### config.mk
export PLATFORM = sky130hd
export DESIGN_NAME = des_block_chaining_encrypt_top
export DESIGN_NICKNAME = d
export VERILOG_FILES = /design/src/hw/rtl/dbce_pkg.sv /design/src/hw/rtl/dbce_stream_if.sv /design/src/hw/rtl/dbce_front.sv /design/src/hw/rtl/dbce_queue.sv /design/src/hw/rtl/dbce_back.sv /design/src/hw/rtl/des_block_chaining_encrypt_top.sv
export SDC_FILE = /design/constraint.sdc
export NUM_CORES = 1
export LEC_CHECK = 0
export BUFFER_PORTS_ARGS = -buffer_cell sky130_fd_sc_hd__buf_2
export CORE_MARGIN = 10
export CORE_UTILIZATION = 40
export CTS_CLUSTER_SIZE = 10
export DETAILED_ROUTE_END_ITERATION = 8
export HOLD_SLACK_MARGIN = 0.03
export PLACE_DENSITY = 0.64
export SETUP_SLACK_MARGIN = 0.3
export SLEW_MARGIN = 20
export SYNTH_ARGS = -nofsm -noshare
export SYNTH_HDL_FRONTEND = slang
export SYNTH_HIERARCHICAL = 1
export SYNTH_SLANG_ARGS = --single-unit
export TNS_END_PERCENT = 30
### constraint.sdc
create_clock -name clk -period 8.2 [get_ports clk]
set_clock_uncertainty 0.05 [all_clocks]
set_input_delay 1.64 -clock clk [delete_from_list [all_inputs] [get_ports clk]]
set_output_delay 1.64 -clock clk [all_outputs]
set_load 0.01 [all_outputs]
### src/hw/rtl/dbce_pkg.sv
// Shared types, constants and DES tables for the block-chaining encryptor.
package dbce_pkg;

    localparam int BLOCK_W = 64;
    localparam int COUNT_W = 4;
    localparam int MODE_W  = 2;
    localparam int CFG_IDX_W = 2;

    localparam logic [CFG_IDX_W-1:0] CFG_KEY  = 2'd0;
    localparam logic [CFG_IDX_W-1:0] CFG_IV   = 2'd1;
    localparam logic [CFG_IDX_W-1:0] CFG_MODE = 2'd2;

    localparam logic [MODE_W-1:0] MODE_ECB  = 2'd0;
    localparam logic [MODE_W-1:0] MODE_CBC  = 2'd1;
    localparam logic [MODE_W-1:0] MODE_PCBC = 2'd2;

    localparam logic [BLOCK_W-1:0] PAD_BLOCK = 64'h0808080808080808;

    // One job for the DES core: a block already padded, plus framing.
    typedef struct packed {
        logic [BLOCK_W-1:0] data;
        logic               msg_end;  // last result of the message
        logic               first;    // chaining starts from the IV
    } job_t;

    typedef logic [7:0] tab8_t [64];

    localparam tab8_t TAB_IP = '{
        58,50,42,34,26,18,10,2, 60,52,44,36,28,20,12,4, 62,54,46,38,30,22,14,6,
        64,56,48,40,32,24,16,8, 57,49,41,33,25,17,9,1, 59,51,43,35,27,19,11,3,
        61,53,45,37,29,21,13,5, 63,55,47,39,31,23,15,7};
    localparam tab8_t TAB_FP = '{
        40,8,48,16,56,24,64,32, 39,7,47,15,55,23,63,31, 38,6,46,14,54,22,62,30,
        37,5,45,13,53,21,61,29, 36,4,44,12,52,20,60,28, 35,3,43,11,51,19,59,27,
        34,2,42,10,50,18,58,26, 33,1,41,9,49,17,57,25};
    localparam logic [7:0] TAB_E [48] = '{
        32,1,2,3,4,5, 4,5,6,7,8,9, 8,9,10,11,12,13, 12,13,14,15,16,17,
        16,17,18,19,20,21, 20,21,22,23,24,25, 24,25,26,27,28,29, 28,29,30,31,32,1};
    localparam logic [7:0] TAB_P [32] = '{
        16,7,20,21,29,12,28,17, 1,15,23,26,5,18,31,10,
        2,8,24,14,32,27,3,9, 19,13,30,6,22,11,4,25};
    localparam logic [7:0] TAB_PC1 [56] = '{
        57,49,41,33,25,17,9, 1,58,50,42,34,26,18, 10,2,59,51,43,35,27,
        19,11,3,60,52,44,36, 63,55,47,39,31,23,15, 7,62,54,46,38,30,22,
        14,6,61,53,45,37,29, 21,13,5,28,20,12,4};
    localparam logic [7:0] TAB_PC2 [48] = '{
        14,17,11,24,1,5, 3,28,15,6,21,10, 23,19,12,4,26,8, 16,7,27,20,13,2,
        41,52,31,37,47,55, 30,40,51,45,33,48, 44,49,39,56,34,53, 46,42,50,36,29,32};
    localparam logic [15:0] ROT_TWO = 16'b0111_1110_1111_1100; // bit i: round i shifts by 2

    localparam logic [3:0] TAB_S [8][64] = '{
     '{14,4,13,1,2,15,11,8,3,10,6,12,5,9,0,7, 0,15,7,4,14,2,13,1,10,6,12,11,9,5,3,8,
       4,1,14,8,13,6,2,11,15,12,9,7,3,10,5,0, 15,12,8,2,4,9,1,7,5,11,3,14,10,0,6,13},
     '{15,1,8,14,6,11,3,4,9,7,2,13,12,0,5,10, 3,13,4,7,15,2,8,14,12,0,1,10,6,9,11,5,
       0,14,7,11,10,4,13,1,5,8,12,6,9,3,2,15, 13,8,10,1,3,15,4,2,11,6,7,12,0,5,14,9},
     '{10,0,9,14,6,3,15,5,1,13,12,7,11,4,2,8, 13,7,0,9,3,4,6,10,2,8,5,14,12,11,15,1,
       13,6,4,9,8,15,3,0,11,1,2,12,5,10,14,7, 1,10,13,0,6,9,8,7,4,15,14,3,11,5,2,12},
     '{7,13,14,3,0,6,9,10,1,2,8,5,11,12,4,15, 13,8,11,5,6,15,0,3,4,7,2,12,1,10,14,9,
       10,6,9,0,12,11,7,13,15,1,3,14,5,2,8,4, 3,15,0,6,10,1,13,8,9,4,5,11,12,7,2,14},
     '{2,12,4,1,7,10,11,6,8,5,3,15,13,0,14,9, 14,11,2,12,4,7,13,1,5,0,15,10,3,9,8,6,
       4,2,1,11,10,13,7,8,15,9,12,5,6,3,0,14, 11,8,12,7,1,14,2,13,6,15,0,9,10,4,5,3},
     '{12,1,10,15,9,2,6,8,0,13,3,4,14,7,5,11, 10,15,4,2,7,12,9,5,6,1,13,14,0,11,3,8,
       9,14,15,5,2,8,12,3,7,0,4,10,1,13,11,6, 4,3,2,12,9,5,15,10,11,14,1,7,6,0,8,13},
     '{4,11,2,14,15,0,8,13,3,12,9,7,5,10,6,1, 13,0,11,7,4,9,1,10,14,3,5,12,2,15,8,6,
       1,4,11,13,12,3,7,14,10,15,6,8,0,5,9,2, 6,11,13,8,1,4,10,7,9,5,0,15,14,2,3,12},
     '{13,2,8,4,6,15,11,1,10,9,3,14,5,0,12,7, 1,15,13,8,10,3,7,4,12,5,6,11,0,14,9,2,
       7,11,4,1,9,12,14,2,0,6,10,13,15,3,5,8, 2,1,14,7,4,10,8,13,15,12,9,0,3,5,6,11}};

    function automatic logic [63:0] initial_perm(input logic [63:0] v);
        logic [63:0] r;
        for (int i = 0; i < 64; i++) r[63-i] = v[64 - int'(TAB_IP[i])];
        return r;
    endfunction

    function automatic logic [63:0] final_perm(input logic [63:0] v);
        logic [63:0] r;
        for (int i = 0; i < 64; i++) r[63-i] = v[64 - int'(TAB_FP[i])];
        return r;
    endfunction

    function automatic logic [55:0] pc1(input logic [63:0] v);
        logic [55:0] r;
        for (int i = 0; i < 56; i++) r[55-i] = v[64 - int'(TAB_PC1[i])];
        return r;
    endfunction

    function automatic logic [47:0] pc2(input logic [55:0] v);
        logic [47:0] r;
        for (int i = 0; i < 48; i++) r[47-i] = v[56 - int'(TAB_PC2[i])];
        return r;
    endfunction

    function automatic logic [31:0] feistel(input logic [31:0] r, input logic [47:0] k);
        logic [47:0] x;
        logic [31:0] o;
        logic [5:0]  six;
        logic [31:0] p;
        for (int i = 0; i < 48; i++) x[47-i] = r[32 - int'(TAB_E[i])];
        x = x ^ k;
        for (int i = 0; i < 8; i++)
        begin
            six = x[47-6*i -: 6];
            o[31-4*i -: 4] = TAB_S[i][{six[5], six[0], six[4:1]}];
        end
        for (int i = 0; i < 32; i++) p[31-i] = o[32 - int'(TAB_P[i])];
        return p;
    endfunction

endpackage

### src/hw/rtl/dbce_stream_if.sv
// Valid/ready stream interface carrying one payload.
interface dbce_stream_if #(
    parameter type payload_t = logic
);
    logic     valid;
    logic     ready;
    payload_t payload;

    modport source (output valid, output payload, input ready);
    modport sink   (input valid, input payload, output ready);
endinterface

### src/hw/rtl/dbce_front.sv
// Front end: pads the last beat and splits a full last beat into two jobs.
module dbce_front (
    input  logic                         clk,
    input  logic                         rst_n,
    input  logic                         in_valid,
    output logic                         in_ready,
    input  logic [dbce_pkg::BLOCK_W-1:0] plain_block,
    input  logic [dbce_pkg::COUNT_W-1:0] byte_count,
    input  logic                         last,
    output logic                         job_valid,
    input  logic                         job_ready,
    output dbce_pkg::job_t               job
);
    // Pending pad block after a full last beat.
    logic pad_pend_reg, pad_pend_next;
    logic first_reg, first_next;
    logic [dbce_pkg::BLOCK_W-1:0] padded;
    logic [7:0] pad_byte;

    always_comb
    begin
        pad_byte = 8'd8 - {4'd0, byte_count};
        padded = plain_block;
        if (last && byte_count < 4'd8)
        begin
            for (int i = 0; i < 8; i++)
                if (i >= int'(byte_count)) padded[63-8*i -: 8] = pad_byte;
        end
    end

    assign in_ready  = job_ready && !pad_pend_reg;
    assign job_valid = pad_pend_reg || in_valid;

    always_comb
    begin
        if (pad_pend_reg)
        begin
            job.data    = dbce_pkg::PAD_BLOCK;
            job.msg_end = 1'b1;
            job.first   = 1'b0;
        end
        else
        begin
            job.data    = padded;
            job.msg_end = last && byte_count < 4'd8;
            job.first   = first_reg;
        end
    end

    always_comb
    begin
        pad_pend_next = pad_pend_reg;
        first_next    = first_reg;
        if (pad_pend_reg && job_ready)
        begin
            pad_pend_next = 1'b0;
        end
        else if (in_valid && in_ready)
        begin
            first_next    = last;
            pad_pend_next = last && byte_count >= 4'd8;
        end
    end

    always_ff @(posedge clk or negedge rst_n)
    begin
        if (!rst_n)
        begin
            pad_pend_reg <= 1'b0;
            first_reg    <= 1'b1;
        end
        else
        begin
            pad_pend_reg <= pad_pend_next;
            first_reg    <= first_next;
        end
    end
endmodule

### src/hw/rtl/dbce_queue.sv
// Two-entry job queue between front and back.
module dbce_queue (
    input  logic           clk,
    input  logic           rst_n,
    input  logic           wr_valid,
    output logic           wr_ready,
    input  dbce_pkg::job_t wr_job,
    output logic           rd_valid,
    input  logic           rd_ready,
    output dbce_pkg::job_t rd_job
);
    dbce_pkg::job_t slot_reg [2];
    logic       wptr_reg, wptr_next, rptr_reg, rptr_next;
    logic [1:0] cnt_reg, cnt_next;
    logic       push, pop;

    assign wr_ready = cnt_reg != 2'd2;
    assign rd_valid = cnt_reg != 2'd0;
    assign rd_job   = slot_reg[rptr_reg];
    assign push     = wr_valid && wr_ready;
    assign pop      = rd_valid && rd_ready;

    always_comb
    begin
        wptr_next = wptr_reg ^ push;
        rptr_next = rptr_reg ^ pop;
        cnt_next  = cnt_reg + {1'b0, push} - {1'b0, pop};
    end

    always_ff @(posedge clk or negedge rst_n)
    begin
        if (!rst_n)
        begin
            wptr_reg <= 1'b0;
            rptr_reg <= 1'b0;
            cnt_reg  <= 2'd0;
        end
        else
        begin
            wptr_reg <= wptr_next;
            rptr_reg <= rptr_next;
            cnt_reg  <= cnt_next;
        end
    end

    always_ff @(posedge clk)
    begin
        if (push) slot_reg[wptr_reg] <= wr_job;
    end
endmodule

### src/hw/rtl/dbce_back.sv
// Back end: chaining, DES one round per cycle unless held, output register.
module dbce_back #(
    parameter int ROUNDS = 16
) (
    input  logic                         clk,
    input  logic                         rst_n,
    input  logic [dbce_pkg::BLOCK_W-1:0] des_key,
    input  logic [dbce_pkg::BLOCK_W-1:0] init_vector,
    input  logic [dbce_pkg::MODE_W-1:0]  chain_mode,
    input  logic                         job_valid,
    output logic                         job_ready,
    input  dbce_pkg::job_t               job,
    output logic                         out_valid,
    input  logic                         out_ready,
    output logic [dbce_pkg::BLOCK_W-1:0] cipher_block,
    output logic                         last_of_message
);
    localparam int RND_W = $clog2(ROUNDS);

    logic                  busy_reg, busy_next;
    logic [RND_W-1:0]      rnd_reg, rnd_next;
    logic [31:0]           l_reg, l_next, r_reg, r_next;
    logic [27:0]           c_reg, c_next, d_reg, d_next;
    logic [63:0]           plain_reg;
    logic                  end_reg;
    logic [63:0]           chain_reg, chain_next;
    logic                  ov_reg, ov_next;
    logic [63:0]           ob_reg;
    logic                  ol_reg;

    logic [63:0] prev, x, ipx, cipher, done_chain;
    logic [55:0] cd0;
    logic [27:0] c_rot, d_rot;
    logic        two;
    logic        start, done, out_free, last_rnd, advance;

    assign out_free  = !ov_reg || out_ready;
    assign last_rnd  = busy_reg && rnd_reg == RND_W'(ROUNDS - 1);
    // A held result freezes the core on its last round.
    assign done      = last_rnd && out_free;
    assign advance   = busy_reg && (!last_rnd || out_free);
    // Next job starts in the cycle the current one retires.
    assign job_ready = !busy_reg || done;
    assign start     = job_valid && job_ready;

    always_comb
    begin
        two = dbce_pkg::ROT_TWO[rnd_reg];
        c_rot = two ? {c_reg[25:0], c_reg[27:26]} : {c_reg[26:0], c_reg[27]};
        d_rot = two ? {d_reg[25:0], d_reg[27:26]} : {d_reg[26:0], d_reg[27]};
        l_next = r_reg;
        r_next = l_reg ^ dbce_pkg::feistel(r_reg, dbce_pkg::pc2({c_rot, d_rot}));
        cipher = dbce_pkg::final_perm({r_next, l_next});
        done_chain = (chain_mode == dbce_pkg::MODE_PCBC) ? (cipher ^ plain_reg) : cipher;
        // Chain forward from the block retiring this cycle.
        prev = job.first ? init_vector : (done ? done_chain : chain_reg);
        x    = (chain_mode == dbce_pkg::MODE_ECB) ? job.data : (job.data ^ prev);
        ipx  = dbce_pkg::initial_perm(x);
        cd0  = dbce_pkg::pc1(des_key);
    end

    always_comb
    begin
        busy_next  = busy_reg;
        rnd_next   = rnd_reg;
        chain_next = chain_reg;
        ov_next    = ov_reg && !out_ready;
        c_next     = c_rot;
        d_next     = d_rot;
        if (advance)
        begin
            rnd_next = rnd_reg + RND_W'(1);
        end
        if (done)
        begin
            busy_next  = 1'b0;
            ov_next    = 1'b1;
            chain_next = end_reg ? init_vector : done_chain;
        end
        if (start)
        begin
            busy_next = 1'b1;
            rnd_next  = '0;
            c_next    = cd0[55:28];
            d_next    = cd0[27:0];
        end
    end

    always_ff @(posedge clk or negedge rst_n)
    begin
        if (!rst_n)
        begin
            busy_reg  <= 1'b0;
            rnd_reg   <= '0;
            ov_reg    <= 1'b0;
            chain_reg <= '0;
        end
        else
        begin
            busy_reg  <= busy_next;
            rnd_reg   <= rnd_next;
            ov_reg    <= ov_next;
            chain_reg <= chain_next;
        end
    end

    always_ff @(posedge clk)
    begin
        if (start)
        begin
            l_reg     <= ipx[63:32];
            r_reg     <= ipx[31:0];
            plain_reg <= job.data;
            end_reg   <= job.msg_end;
        end
        else if (advance)
        begin
            l_reg <= l_next;
            r_reg <= r_next;
        end
        if (start || advance)
        begin
            c_reg <= c_next;
            d_reg <= d_next;
        end
        if (done)
        begin
            ob_reg <= cipher;
            ol_reg <= end_reg;
        end
    end

    assign out_valid       = ov_reg;
    assign cipher_block    = ob_reg;
    assign last_of_message = ol_reg;
endmodule

### src/hw/rtl/des_block_chaining_encrypt_top.sv
// Top level of the DES ECB/CBC/PCBC encryptor with PKCS#5 padding.
//
//   channel   dir   payload
//   in_ch     sink  plain_block[64], byte_count[4], last
//   out_ch    src   cipher_block[64], last_of_message
//   cfg       in    cfg_we, cfg_idx[2], cfg_data[64]
//
// One DES round per cycle while the core is not frozen, in the round loop
// of the back end; a full last beat costs two blocks. Front and back are
// split by a two-entry queue; the result sits in an output register while
// the next block runs, and a result still held there when the next block
// finishes freezes the core on its last round. Reset clears control, the
// configuration registers and the chaining state only.
module des_block_chaining_encrypt_top #(
    parameter int ROUNDS = 16
) (
    input  logic clk,
    input  logic rst_n,
    input  logic cfg_we,
    input  logic [dbce_pkg::CFG_IDX_W-1:0] cfg_idx,
    input  logic [dbce_pkg::BLOCK_W-1:0]   cfg_data,
    input  logic                           in_valid,
    output logic                           in_ready,
    input  logic [dbce_pkg::BLOCK_W-1:0]   plain_block,
    input  logic [dbce_pkg::COUNT_W-1:0]   byte_count,
    input  logic                           last,
    output logic                           out_valid,
    input  logic                           out_ready,
    output logic [dbce_pkg::BLOCK_W-1:0]   cipher_block,
    output logic                           last_of_message
);
    logic [63:0] key_reg, iv_reg;
    logic [dbce_pkg::MODE_W-1:0] mode_reg;

    always_ff @(posedge clk or negedge rst_n)
    begin
        if (!rst_n)
        begin
            key_reg  <= '0;
            iv_reg   <= '0;
            mode_reg <= '0;
        end
        else if (cfg_we)
        begin
            unique case (cfg_idx)
                dbce_pkg::CFG_KEY:  key_reg  <= cfg_data;
                dbce_pkg::CFG_IV:   iv_reg   <= cfg_data;
                dbce_pkg::CFG_MODE: mode_reg <= cfg_data[dbce_pkg::MODE_W-1:0];
                default: ;
            endcase
        end
    end

    dbce_stream_if #(.payload_t(dbce_pkg::job_t)) fq ();
    dbce_stream_if #(.payload_t(dbce_pkg::job_t)) qb ();

    dbce_front u_front (
        .clk(clk), .rst_n(rst_n),
        .in_valid(in_valid), .in_ready(in_ready),
        .plain_block(plain_block), .byte_count(byte_count), .last(last),
        .job_valid(fq.valid), .job_ready(fq.ready), .job(fq.payload)
    );

    dbce_queue u_queue (
        .clk(clk), .rst_n(rst_n),
        .wr_valid(fq.valid), .wr_ready(fq.ready), .wr_job(fq.payload),
        .rd_valid(qb.valid), .rd_ready(qb.ready), .rd_job(qb.payload)
    );

    dbce_back #(.ROUNDS(ROUNDS)) u_back (
        .clk(clk), .rst_n(rst_n),
        .des_key(key_reg), .init_vector(iv_reg), .chain_mode(mode_reg),
        .job_valid(qb.valid), .job_ready(qb.ready), .job(qb.payload),
        .out_valid(out_valid), .out_ready(out_ready),
        .cipher_block(cipher_block), .last_of_message(last_of_message)
    );
endmodule

# Word-level counts from Yosys, hierarchy flattened
# Memory sizes are Yosys's and may differ from the RTL's.
# Cells that the tools add are included.
# totals
reg_bits	456
ram_bits	132
romBits	2064
inputBits	140
out_inout_bits	67
elab_cells	153
n_memories	10
# classes
add_sub_neg	4
order_cmp	19
eq_ne	5
mux	49
bitwise_logic	15
reduce_logical	31
# mem_list
memory	depth	word_bits	read_ports	rd_clocked_by_memory_dff	write_ports	line_no	text
(name not given)	64	4	1	0	0	dbce_pkg.sv:103	o[31-4*i -: 4] = TAB_S[i][{six[5], six[0], six[4:1]}];
(name not given)	64	4	1	0	0	dbce_pkg.sv:103	
(name not given)	64	4	1	0	0	dbce_pkg.sv:103	
(name not given)	64	4	1	0	0	dbce_pkg.sv:103	
(name not given)	64	4	1	0	0	dbce_pkg.sv:103	
(name not given)	64	4	1	0	0	dbce_pkg.sv:103	
+4 memories	-	-	-	-	-	-	
# op_table
op	n
$mux 64	6
$mux 32	4
$xor 64x64->64	2
$mux 28	4
$mux 4	18
$mux 66	1
$mux 8	8
$ge 7x7->1 const B	8
$not 6->7	8
$xor 48x48->48	1
$xor 32x32->32	1
$ge 3x4->1 const A	4
$logic_and 1x1->1	11
$ge 1x4->1 const A	2
$ge 2x4->1 const A	2
$mux 1	8
$reduce_and 2->1	4
$reduce_bool 2->1	4
$logic_not 1->1	5
$logic_or 1x1->1	5
$lt 4x5->1 const B	1
$sub 4x4->5 const A	1
$add 4x1->4 const B	1
$eq 2x2->1 const B	2
10 further kinds	12

# Logic depth before layout (Yosys ltp)
# Gate-level depths: netlist of run 1.
# logic_depth
depth_word	16
ltp_mapped	21
ltp_nobuf	18

# Hierarchy
# Netlist of run 1, hierarchy kept.
# by_module_without_submodules
module	n_inst	cells_each	area_per_inst_um2	seq_area_each_um2
dbce_back	1	2877	25514.5	9258.9
des_block_chaining_encrypt_top	1	277	5251.3	3253.1
dbce_queue	1	228	5104.9	4063.9
dbce_front	1	162	999.7	51.3

# Worst setup path after synthesis of run 1
# Ideal clock, no wire load.
# synth_timing
kind	in2reg
from	input port out_ready
to	register u_back.c_reg[0], enable pin
setup_time_ns	1.063
arrival_ns	5.176
t_required_ns	7.087
setup_slack_ns	1.912
stages	8
path_buffers	3
path_cell_list	nand2b_1 -> nand4_1 -> nand2_1 -> nand2_1 -> clkbuf_1 -> buf_1 -> clkbuf_1 -> nand2_1
# synth_via
elab_chain_cells	5
elab_cells_between_ends	7
classes_between	reduce/logical: 7
# synth_rtl
item	line_no	text
start: declaration	des_block_chaining_encrypt_top.sv:28	input logic out_ready,
$logic_or 1x1->1	dbce_back.sv:37	assign out_free = !ov_reg || out_ready;
$logic_and 1x1->1	dbce_back.sv:40	assign done = last_rnd && out_free;
$logic_or 1x1->1	dbce_back.sv:43	assign job_ready = !busy_reg || done;
via qb.ready	dbce_stream_if.sv:6	logic ready;
$logic_and 1x1->1	dbce_back.sv:44	assign start = job_valid && job_ready;
$logic_or 1x1->1	dbce_back.sv:121	if (start || advance)
end signal: assignment	dbce_back.sv:123	c_reg <= c_next;
end: declaration	dbce_back.sv:23	logic [27:0] c_reg, c_next, d_reg, d_next;
# The timed path passes the listed nets, and every way through them passes these cells.
# A chain may end at the register's enable or synchronous reset.

# Worst setup path in the final report of run 1
# layout_timing
from	register u_back.rnd_reg[1]
to	register u_back.l_reg[22] (data pin)
# layout_via
elab_chain_cells	16
elab_cells_between_ends	21
classes_between	eq/ne: 1; mux: 9; bitwise: 5; reduce/logical: 4; memory: 2
# layout_rtl
item	line_no	text
start: declaration	dbce_back.sv:21	logic [RND_W-1:0] rnd_reg, rnd_next;
start signal: assignment	dbce_back.sv:101	rnd_reg <= rnd_next;
$mem_v2 16x1 (*)	-	
$mux 1 (not written as such) (*)	dbce_back.sv:48	two = dbce_pkg::ROT_TWO[rnd_reg];
$mux 28 (*)	dbce_back.sv:49	c_rot = two ? {c_reg[25:0], c_reg[27:26]} : {c_reg[26:0], c_reg[27]};
$xor 48x48->48 (*)	dbce_pkg.sv:99	x = x ^ k;
$not 6->7 (not written as such) (*)	dbce_pkg.sv:103	
$mem_v2 64x4 (*)	-	
$mux 4 (not written as such) (*) (2 in series)	dbce_pkg.sv:103	
$xor 32x32->32 (*)	dbce_back.sv:52	r_next = l_reg ^ dbce_pkg::feistel(r_reg, dbce_pkg::pc2({c_rot, d_rot}));
via u_back.r_next[22]	dbce_back.sv:22	logic [31:0] l_reg, l_next, r_reg, r_next;
$xor 64x64->64	dbce_back.sv:54	done_chain = (chain_mode == dbce_pkg::MODE_PCBC) ? (cipher ^ plain_reg) : cipher;
$mux 64 (*)	dbce_back.sv:54	
$mux 64 (*) (2 in series)	dbce_back.sv:56	prev = job.first ? init_vector : (done ? done_chain : chain_reg);
$xor 64x64->64 (*)	dbce_back.sv:57	x = (chain_mode == dbce_pkg::MODE_ECB) ? job.data : (job.data ^ prev);
$mux 64 (*)	dbce_back.sv:57	
$mux 32 (*)	dbce_back.sv:109	if (start)
end signal: assignment	dbce_back.sv:111	l_reg <= ipx[63:32];
end signal: assignment	dbce_back.sv:118	l_reg <= l_next;
end: declaration	dbce_back.sv:22	
# The timed path passes the listed nets; every way through them passes the cells marked *. The select of a mux whose other input is x is not followed.

==> results.md, run 1 <==
- Status: completed
- Largest net degree at the start of global routing: roughly 180
- Core ar.: about 90,000 sq um
- Mapped cell area: 36,580 sq um
- Startpoint Class: register
- Routed WL: around 120 mm
- Cell row count: 110
- Initial DRC count: roughly 3,300
- R2r setup slk: approximately 2.3 ns
- Die width: around 320 microns
- P&R area growth vs syn: 9.896%
- Gate Count Post-Synth: roughly 3,500
- CTS tree: built
- Max Cap Viol: 0
- RSZ-0062 raised after global routing: no
- Max Fclk: ~0.17 GHz
- Die area: roughly 100,000 sq um
- CTS H-tree depth: 3
- NumNets Final: roughly 3,800
- N_diodes: 0
- Clock root buffer: clkbuf_16
- Layout cells sized above 1: 0.1748
- CTS buffer count: 70
- Routed vias/inst: 5.944
- GRT overflow: 0
- Num ports: about 210
- Relative slew slack: 0.2157
- First-pass GRT wire length: between 150 and 200 mm
- 1st-pass router iterations: 6
- Crit-path cells: ha_1 > and2_1 > buf_4 > buf_4 > mux4_2 > nor3_2 > ha_1 > nor2_1 > a211o_1 > o21ai_0 > mux4_2 > xnor2_2 > xor2_1 > a2111oi_0 > a311oi_1
- Total track usage: 0.2236
- WS Path Type: reg -> reg
- Worst path slowest cell: ha_1
- ANT nets after route: 0
- Die Y: around 320 microns
- Via count: about 29,000
- Final hold vios: 0
- WP data required: between 8 and 9 ns
- Worst min-delay path category: reg -> reg
- Final slew viol count: 0
- Initial antenna violation count: 3
- Post-route setup TNS: 0 ns
- CTS resizes: 0
- Post-CTS setup buffers: 0
- Final setup fails: 0
- Avg WL per Cell: approximately 25 microns
- CP Data Arrival Time: 6.20 ns
- Clock transition at the registers of the reported paths: about 0.060 ns
- Least-Margin Pin Slew: 1.161 ns
- Syn. warnings: 6
- Worst skew pair latency: between 0.6 and 0.7 ns
- Routability cong.: about 0.9
- Setup crit end kind: register
- CP peak stage delay: 0.64 ns
- Vias in the first global route: approximately 27,000
- Initial Util: 0.4045
- Hold Path Origin: u_back/chain_reg[51]
- Post-route clock period utilization: 0.7248
- CTS Sinks: 580
- Final min period: about 5.9 ns
- Avg Cell Area, Syn: about 10 sq um
- Worst-case reg-to-reg path depth: 15
- Largest register FFs: roughly 130
- Number of hold buffers added after cts: 0
- CP max FO: 21
- Hold Path Cell Cnt: 2
- Synthesized Nets: roughly 3,700
- DRC Markers: 0
- R2r startpoint: u_back/rnd_reg[1]
- Detailed Place HPWL: approximately 85 mm
- Clk buf depth: 3
- Origin of the worst setup path: u_back/rnd_reg[1]
- Port Buf Inserts: 206
layout by cell type, fill, tap and decap left out, types with 28 or more instances in the layout:
| cell | instances |
|---|---|
| xor2_1 | 58 |
| mux2_4 | 95 |
| edfxtp_1 | 382 |
| o211ai_1 | 69 |
| mux2i_1 | 150 |
| nand3_1 | 87 |
| buf_2 | 205 |
| clkbuf_16 | 71 |
| clkbuf_1 | 43 |
| dfrtp_1 | 195 |
| o21ai_0 | 141 |
| xnor2_1 | 137 |
| a211oi_1 | 38 |
| nor3b_1 | 121 |
| mux2_2 | 109 |
| inv_1 | 55 |
| nor3_1 | 54 |
| nor2_1 | 218 |
| o22ai_1 | 54 |
| buf_4 | 43 |
| o21ai_1 | 35 |
| ha_1 | 70 |
| and3_1 | 33 |
| nand2_1 | 424 |
| a21oi_1 | 198 |
| mux4_2 | 28 |
| nand2b_1 | 84 |
| and2_1 | 39 |
layer usage:
layer  GRT usage  part of all wire  routed length, microns  vias up
li1            -                 -                       -    13000
met1      0.3096              0.43                   52120    14030
met2      0.3432              0.45                   53890     1336
met3     0.04283             0.081                    9760      191
met4     0.08418             0.039                    4669        0
met5           0                 0                       0        -
metrics by stage:
step	hold WS [ns]	std cells	instance area [sq um]	utilization	setup slack [ns]
2_1_floorplan	0.3744	3528	36580	-	1.912
3_3_place_gp	0.3927	4678	38090	0.4212	2.452
3_5_place_dp	0.4026	4678	38090	0.4212	2.421
4_1_cts	0.4171	4804	40190	0.4444	2.400
5_1_grt	0.4280	4804	40200	0.4445	1.893
6_report	0.4140	4804	40200	0.4445	2.257
critical path, delay by kind of cell (launching register included):
kind | cells | cell delay, ns
muxes | 2 | 0.93
DFF | 1 | 0.42
AOI/OAI and AO/OA | 4 | 0.86
and+or+nand+nor | 3 | 1.25
adders and majority gates | 2 | 1.05
xor gates and xnor gates | 2 | 0.43
buffers and inverters | 2 | 0.59
final timing paths:
kind,to
max,u_back/l_reg[22]
max reg2reg,u_back/l_reg[22]
min,u_back/chain_reg[51]
min reg2reg,u_back/chain_reg[51]
min in group asynchronous,iv_reg[22]
max in group asynchronous,u_queue/rptr_reg
area by class of cell:
type / instances / area (sq um)
multi-input cells: 2603 / 18520
fillers: 8433 / 50230
repair buffers: 251 / 1404
well taps: 1176 / 1471
clock inverters: 10 / 135.1
inverters: 68 / 267.8
flip-flops and latches: 580 / 16430
clock buffers: 116 / 1966
Power of run 1 is left out: the tool's default activity adds up to more than one toggle a clock period on the data nets, which glitch-free logic cannot reach.
==> inputs of run 2 (changes only) <==
Clock period 8.2 ns to 5.5 ns, I/O delays scaled along.
==> results.md, run 2 (synthesis gave the netlist of run 1 again) <==
- Number of hold buffers added after cts: 0 (unchanged)
- Routed vias/inst: 5.920 (-0.41%)
- Clk buf depth: 3 (unchanged)
- CTS tree: built
- Max Fclk: 0.2066 GHz (+23%)
- Final setup fails: 0 (unchanged)
- Worst skew pair latency: 0.62 ns (about the same)
- Routability cong.: 0.9125 (+1.6%)
- Relative slew slack: 0.2854 (+0.06977)
- Fillers: 8,361 (-0.85%)
- Via count: 29,020 (+1.6%)
- Clock transition at the registers of the reported paths: 0.06 ns (about the same)
- Core ar.: 90,420 sq um (unchanged)
- Final min period: 4.841 ns (-1.102 ns)
- Final hold vios: 0 (unchanged)
- CP max FO: 17 (-19%)
- Die area: 103,900 sq um (unchanged)
- Routed WL: 123.2 mm (+2.3%)
- Vias in the first global route: 27,380 (+2.3%)
- First-pass GRT wire length: 182.2 mm (+2.9%)
- Post-route setup TNS: 0 ns (unchanged)
- Total track usage: 0.2301 (+0.006527)
- Die width: 322.4 microns (unchanged)
- Startpoint Class: register
- GRT overflow: 0 (unchanged)
- Largest net degree at the start of global routing: 127 (-27%)
- Avg WL per Cell: 25.13 microns (+0.22%)
- DRC Markers: 0 (unchanged)
- WS Path Type: reg -> reg
- Die Y: 322.4 microns (unchanged)
- Post-route clock period utilization: 0.8802 (+0.1554)
- NumNets Final: 3,881 (+2.5%)
- Initial Util: 0.4045 (unchanged)
- WP data required: 5.79 ns (-2.66 ns)
- CTS buffer count: 71 (+1.4%)
- Least-Margin Pin Slew: 1.072 ns (-0.08883 ns)
- Clock root buffer: clkbuf_16
- Initial antenna violation count: 6 (+3)
- N_diodes: 0 (unchanged)
- Port Buf Inserts: 206 (unchanged)
- RSZ-0062 raised after global routing: yes
- P&R area growth vs syn: 12.32%
- CTS H-tree depth: 3 (unchanged)
- Most frequent cells in the layout: nand2_1, edfxtp_1, nor2_1
- Cell row count: 110 (unchanged)
- ANT nets after route: 0 (unchanged)
- 1st-pass router iterations: 6 (unchanged)
- Max Cap Viol: 0 (unchanged)
- Largest register FFs: 132 (unchanged)
- Initial DRC count: 3,408 (+2.1%)
- Detailed Place HPWL: 88.66 mm (+4.8%)
- Final slew viol count: 0 (unchanged)
- CTS Sinks: 580 (unchanged)
- Layout cells sized above 1: 0.1981 (+0.02332)
- Worst min-delay path category: reg -> reg
- Num ports: 207 (unchanged)
- Setup crit end kind: register
- Status: completed
- Commonest non-fill, non-tap cell in the layout: nand2_1
- CP Data Arrival Time: 5.13 ns (-1.07 ns)
run 2: changes by cell type in the layout (fill, tap and decap cells not counted), sizes merged:
cell,previous run,this run
inv,73,72
clkinvlp,0,1
bufinv,1,0
buf,251,346
clkbuf,116,120
run 2: routing by layer:
| layer | vias up | global-route usage | routed length [microns] |
|---|---|---|---|
| met5 | - | 0 | 44 |
| li1 | 13200 | - | - |
| met2 | 1314 | 0.3553 | 54540 |
| met1 | 14280 | 0.3143 | 52560 |
| met4 | 8 | 0.09550 | 5570 |
| met3 | 219 | 0.04270 | 10460 |
run 2: worst paths after layout:
path / from / end / slack (ns) / depth (start not counted)
worst min-delay path: u_back/chain_reg[21] / u_back/chain_reg[21] / 0.41 / 2
worst min register to register: u_back/chain_reg[21] / u_back/chain_reg[21] / 0.41 / 2
max in group asynchronous: rst_n / iv_reg[45] / 3.95 / 2
worst max-delay path: u_back/rnd_reg[3] / u_back/l_reg[1] / 0.66 / 17
worst max register to register: u_back/rnd_reg[3] / u_back/l_reg[1] / 0.66 / 17
min in group asynchronous: rst_n / u_back/chain_reg[20] / 0.42 / 1
run 2: area by class of cell:
class | instances | area [sq um] | area share
timing repair buffer | 346 | 2217 | 0.05397
tap | 1176 | 1471 | 0.03582
sequential | 580 | 16430 | 0.4000
clock inverter | 9 | 110.1 | 0.002680
clock buffer | 120 | 2071 | 0.05040
inverter | 68 | 265.3 | 0.006457
multi-input combinational | 2603 | 18510 | 0.4506
run 2: repair_timing:
| item | CTS | global route |
|---|---|---|
| buffers inserted | 0 | 4 |
| endpoints found under the setup margin | 0 | 12 |
| gates resized for setup | 0 | 2 |
run 2: critical path, cell delays in order, from the launching register on:
cell	delay, ns
dfrtp_1	0.66
buf_4	0.30
nand2_1	0.11
a31oi_1	0.52
mux2i_1	0.35
xor2_1	0.24
buf_4	0.22
inv_2	0.13
ha_1	0.22
nand3_1	0.07
o21ai_1	0.09
mux2_2	0.28
o21a_1	0.20
a221oi_2	0.33
xnor2_1	0.16
xnor2_1	0.31
mux2i_1	0.22
a31oi_1	0.10
run 2: through the flow:
step | utilization | cells | instance area (sq um) | hold WS, ns | setup slack, ns
global placement | 0.4297 | 4769 | 38850 | 0.3955 | 0.5896
global route | 0.4543 | 4902 | 41080 | 0.4287 | 0.2601
detailed placement | 0.4297 | 4769 | 38850 | 0.4013 | 0.5991
finish | 0.4543 | 4902 | 41080 | 0.4095 | 0.6589
CTS | 0.4538 | 4898 | 41030 | 0.4155 | 0.5551
floorplan | - | 3528 | 36580 | 0.3744 | 0.5125
Power of run 2 is left out for the same reason.
